### src/rtl/core/laplace_stencil_filter_macros.svh
// Assertion macros shared by the stencil filter modules.
`ifndef LAPLACE_STENCIL_FILTER_MACROS_SVH
`define LAPLACE_STENCIL_FILTER_MACROS_SVH

// Same-cycle implication check.
`define LSF_ASSERT_IMP(lbl, clk_s, rstn_s, ante, cons) \
  lbl: assert property (@(posedge clk_s) disable iff (!rstn_s) (ante) |-> (cons)) \
    else $error("stencil filter check failed");

// Next-cycle implication check.
`define LSF_ASSERT_NXT(lbl, clk_s, rstn_s, ante, cons) \
  lbl: assert property (@(posedge clk_s) disable iff (!rstn_s) (ante) |=> (cons)) \
    else $error("stencil filter sequence check failed");

`endif

### src/rtl/core/lsf_pkg.sv
// Package with the types and fixed constants of the stencil filter.
`default_nettype none
package lsf_pkg;

  localparam int IDX_W     = 5;
  localparam int COEFF_W   = 18;
  localparam int SAMPLE_W  = 16;
  localparam int LAP_W     = 48;
  localparam int CCOL_W    = 12;
  localparam int CROW_W    = 16;
  localparam int GW_W      = 13;
  localparam int GH_W      = 16;
  localparam int RADC_W    = 2;
  localparam int INV_W     = 32;
  localparam int CFG_IDX_W = 2;
  localparam int CFG_DAT_W = 32;
  localparam int PROD_W    = COEFF_W + SAMPLE_W;
  localparam int FRAC_SH   = 14;

  localparam logic [CFG_IDX_W-1:0] CFG_GRID_WIDTH  = 2'd0;
  localparam logic [CFG_IDX_W-1:0] CFG_GRID_HEIGHT = 2'd1;
  localparam logic [CFG_IDX_W-1:0] CFG_RADIUS      = 2'd2;
  localparam logic [CFG_IDX_W-1:0] CFG_INV_STEP_SQ = 2'd3;

  localparam logic ACTION_LOAD   = 1'b0;
  localparam logic ACTION_SAMPLE = 1'b1;

  localparam logic [LAP_W-1:0] LAP_MAX = {1'b0, {(LAP_W-1){1'b1}}};
  localparam logic [LAP_W-1:0] LAP_MIN = {1'b1, {(LAP_W-1){1'b0}}};

  typedef struct packed {
    logic                       is_sample;
    logic [IDX_W-1:0]           idx;
    logic signed [COEFF_W-1:0]  coeff;
    logic signed [SAMPLE_W-1:0] sample;
  } cmd_t;

  typedef struct packed {
    logic [GW_W-1:0]   grid_width;
    logic [GH_W-1:0]   grid_height;
    logic [RADC_W-1:0] radius;
    logic [INV_W-1:0]  inv_step_sq;
  } cfg_t;

endpackage
`default_nettype wire

### src/rtl/core/lsf_front.sv
// Front end: accepts input beats, classifies them and queues commands.
`default_nettype none
`include "laplace_stencil_filter_macros.svh"
module lsf_front #(
  parameter int MAX_RADIUS = 2
) (
  input  wire logic                               clk,
  input  wire logic                               rst_n,
  input  wire logic                               in_valid,
  output logic                                    in_ready,
  input  wire logic                               in_action,
  input  wire logic [lsf_pkg::IDX_W-1:0]          in_coeff_index,
  input  wire logic signed [lsf_pkg::COEFF_W-1:0] in_coeff_value,
  input  wire logic signed [lsf_pkg::SAMPLE_W-1:0] in_sample,
  output logic                                    q_valid,
  output lsf_pkg::cmd_t                           q_cmd,
  input  wire logic                               q_pop
);

  localparam int TAPS = (2 * MAX_RADIUS + 1) * (2 * MAX_RADIUS + 1);

  lsf_pkg::cmd_t ent_r [2];
  logic          wp_r, rp_r;
  logic [1:0]    cnt_r;
  logic          keep, push;
  lsf_pkg::cmd_t cmd_in;

  always_comb begin
    cmd_in.is_sample = (in_action == lsf_pkg::ACTION_SAMPLE);
    cmd_in.idx       = in_coeff_index;
    cmd_in.coeff     = in_coeff_value;
    cmd_in.sample    = in_sample;
    keep = cmd_in.is_sample || (32'(in_coeff_index) < TAPS);
  end

  assign in_ready = (cnt_r != 2'd2);
  assign push     = in_valid && in_ready && keep;
  assign q_valid  = (cnt_r != 2'd0);
  assign q_cmd    = ent_r[rp_r];

  always_ff @(posedge clk) begin
    if (push) begin
      ent_r[wp_r] <= cmd_in;
    end
  end

  always_ff @(posedge clk) begin
    if (!rst_n) begin
      wp_r  <= 1'b0;
      rp_r  <= 1'b0;
      cnt_r <= 2'd0;
    end else begin
      if (push) begin
        wp_r <= ~wp_r;
      end
      if (q_pop) begin
        rp_r <= ~rp_r;
      end
      cnt_r <= cnt_r + 2'(push) - 2'(q_pop);
    end
  end

  `LSF_ASSERT_NXT(a_push_grows, clk, rst_n, push && !q_pop, cnt_r == $past(cnt_r) + 2'd1)
  `LSF_ASSERT_IMP(a_pop_nonempty, clk, rst_n, q_pop, cnt_r != 2'd0)
  `LSF_ASSERT_NXT(a_drop_load, clk, rst_n, in_valid && in_ready && !keep && !q_pop,
                  cnt_r == $past(cnt_r))

endmodule
`default_nettype wire

### config.mk
export PLATFORM = sky130hd
export DESIGN_NAME = lsf_front
export DESIGN_NICKNAME = d
export VERILOG_FILES = /design/src/rtl/core/lsf_pkg.sv /design/src/rtl/core/lsf_front.sv
export VERILOG_INCLUDE_DIRS = /design/src /design/src/rtl/core
export SDC_FILE = /design/constraint.sdc
export NUM_CORES = 1
export LEC_CHECK = 0
export BUFFER_PORTS_ARGS = -buffer_cell sky130_fd_sc_hd__buf_4
export CAP_MARGIN = 20
export CORE_UTILIZATION = 50
export CTS_CLUSTER_DIAMETER = 80
export DETAILED_ROUTE_END_ITERATION = 10
export PLACE_DENSITY = 0.82
export SLEW_MARGIN = 25
export SYNTH_ARGS = -nofsm -noshare
export SYNTH_HDL_FRONTEND = slang
export SYNTH_SLANG_ARGS = --single-unit
### constraint.sdc
create_clock -name clk -period 3.85 [get_ports clk]
set_clock_uncertainty 0.05 [all_clocks]
set_input_delay 0.77 -clock clk [delete_from_list [all_inputs] [get_ports clk]]
set_output_delay 0.77 -clock clk [all_outputs]
set_load 0.02 [all_outputs]
==> run summary <==
Power Density -> 571 mW/mm^2
post-cts hold buffer count -> 0
initial antenna violation count -> 0
synthesized cell area -> 0.00316 sq mm
Layout Nets -> 290
RePlAce Congestion -> 0.675
# DRC -> 0
Final Hold Fails -> 0
TNS Setup -> 0 ns
min-delay src -> wp_r$_SDFFE_PN0P_
metal3 WL -> 238 um
final setup vio count -> 0
DR pass1 iterations -> 4
critical path class -> reg2out
clock sink total -> 85
Routed met1 length -> 2.09 mm
Tot GR Track Use -> 16.4%
Chip Width -> 81.5 um
global-route wire length before repair -> 7.49 mm
Clock Latency Late Sink -> 0.33 ns
hold crit path type -> reg2reg
Yosys Warn Count -> 0
CP endpoint kind -> output pin
Max stage delay on crit path -> 0.95 ns
Distinct cells, synth -> 17
max-slew violation count -> 0
CP required -> 3.03 ns
DR iter-0 viols -> 53
Top Ports -> 86
startpoint types -> flop
CP cell instances -> mux2_2, buf_4
non-filler cells, final -> 324
relative slew slack -> 37.6%
final WL -> 5.06 mm
CTS clk-pin slew, worst paths -> 0.08 ns
fill count -> 414
htree depth -> 3
Peak VDD IR -> 0.391 mV
DR WL met2 -> 2.65 mm
Antenna diodes -> 0
outcome -> finished, final reports clean
CTS resizes -> 0
Area Overhead vs Synth -> 29.2%
CP arrival -> 1.89 ns
Starting Density -> 52.7%
post-synth net total -> 196
Clk Tree Root Cell -> clkbuf_8
vias per inst -> 4.94
number of synthesized register bits -> 85
Pleak -> 1.53 nW
highest metal used -> met4
Placed Instances -> 308
Max stage delay cell, worst path -> dfxtp_2
Post-CTS Setup Bufs -> 0
Worst Path Buf+Inv -> 1
I/O Buffers -> 85
fin worst setup slack -> 1.14 ns
# rows -> 28
Seq/Total Area, Yosys -> 79.2%
CTS tree -> done
Worst Tran Pin Value -> 0.935 ns
Max Freq -> 0.368 GHz
RSZ-0062 raised after global routing -> false
ANT nets after route -> 0
drt wl/cell -> 15.6 um
R2R Path Start -> cnt_r[0]$_SDFF_PN0_
die area -> 0.00664 sq mm
CORE AREA -> 0.00599 sq mm
fin crit period -> 2.71 ns
Die H -> 81.5 um
Core Util, Final -> 68.1%
Clock Tree Buf Depth -> 2
Mapped Cells -> 150
syn avg cell area -> 21.1 sq um
maxcap violations -> 0
largest net degree at the start of global routing -> 41
layout cells sized above 1 -> 56.6%
Crit Path Max Fanout -> 40
dpl hpwl -> 3.39 mm
vias post-DR -> 1600
vias in the first global route -> 1563
worst slack at placement -> 1.32 ns
gr ovfl total -> 0
CP delay by family, top -> flip-flops
cts bufs inserted -> 9
Tcrit/Tclk final -> 70.5%
final cells by class:
type | count | area [sq um] | area share (%)
Sequential cell | 85 | 2500 | 61.3
Multi-Input combinational cell | 59 | 619 | 15.2
Timing Repair Buffer | 87 | 653 | 16.0
Tap cell | 75 | 93.8 | 2.30
Clock buffer | 10 | 128 | 3.13
Inverter | 2 | 7.51 | 0.184
Clock inverter | 6 | 77.6 | 1.90
Yosys cell counts, drive strengths merged:
cell	number	area share (%)
xnor2	2	0.55
and2	4	0.79
inv	2	0.24
mux2	40	14
edfxtp	80	76
o311ai	1	0.83
nor2	2	0.24
dfxtp	5	3.2
nand2b	1	0.20
nor3	1	0.32
nand2	3	0.36
buf	4	1.4
xor2	1	0.28
ha	2	0.79
mux2i	1	0.32
or2	1	0.20
worst paths after layout:
check / endpoint / slack [ns] / depth (start not counted)
setup reg to reg: ent_r[1][4]$_DFFE_PP_ / 1.94 / 4
hold / removal: wp_r$_SDFFE_PN0P_ / 0.49 / 2
hold reg to reg: wp_r$_SDFFE_PN0P_ / 0.49 / 2
setup / recovery: q_cmd[21] / 1.14 / 2
registers in the layout (all words and copies together), names as in the netlist, named ones only:
| signal | flops |
|---|---|
| cnt_r | 2 |
| ent_r | 80 |
| rp_r | 1 |
| wp_r | 1 |
power breakdown:
part | switching [mW] | internal [mW] | leakage [nW]
sequential | 0.0449 | 1.15 | 0.785
combinational | 0.265 | 0.228 | 0.643
clock | 0.281 | 0.359 | 0.105
layout by cell type (no fill, tap or decap), types with 3 or more instances in the layout:
cell / Yosys / layout
and2_1: 4 / 4
buf_4: 0 / 87
clkbuf_8: 0 / 9
dfxtp_1: 5 / 4
edfxtp_1: 80 / 80
mux2_1: 5 / 5
mux2_2: 35 / 35
nand2_1: 3 / 3
metal layers:
metal  vias up  global-route usage [%]
li1        766                       -
met1       769                    19.9
met2        56                    27.5
met3         9                    3.11
met4         0                    9.64
met5         -                       0
stage by stage:
stage          hold slack [ns]  area, sq um  power, mW
2_1_floorplan            0.401         3160       1.50
3_3_place_gp             0.451         3880       1.70
3_5_place_dp             0.477         3880       1.72
5_1_grt                  0.514         4080       2.43
6_report                 0.489         4080       2.33
4_1_cts                  0.488         4080       2.36
worst register-to-register path: stages, from the launching register on:
cell      delay, ns
dfxtp_1        0.34
nand2b_1       0.21
o311ai_4       0.19
nor2_4         0.33
buf_4          0.43
cell families (layout without fill, tap and decap cells):
kind of cell | count (synthesis) | in the layout | synth area share, %
mux | 41 | 41 | 14.6
xor+xnor | 3 | 3 | 0.832
compound gates | 1 | 1 | 0.832
fa+ha+maj | 2 | 2 | 0.792
buf+inv | 6 | 105 | 1.66
flops | 85 | 85 | 79.2
simple gates | 12 | 12 | 2.10
Power figures use the tool's default switching activity.
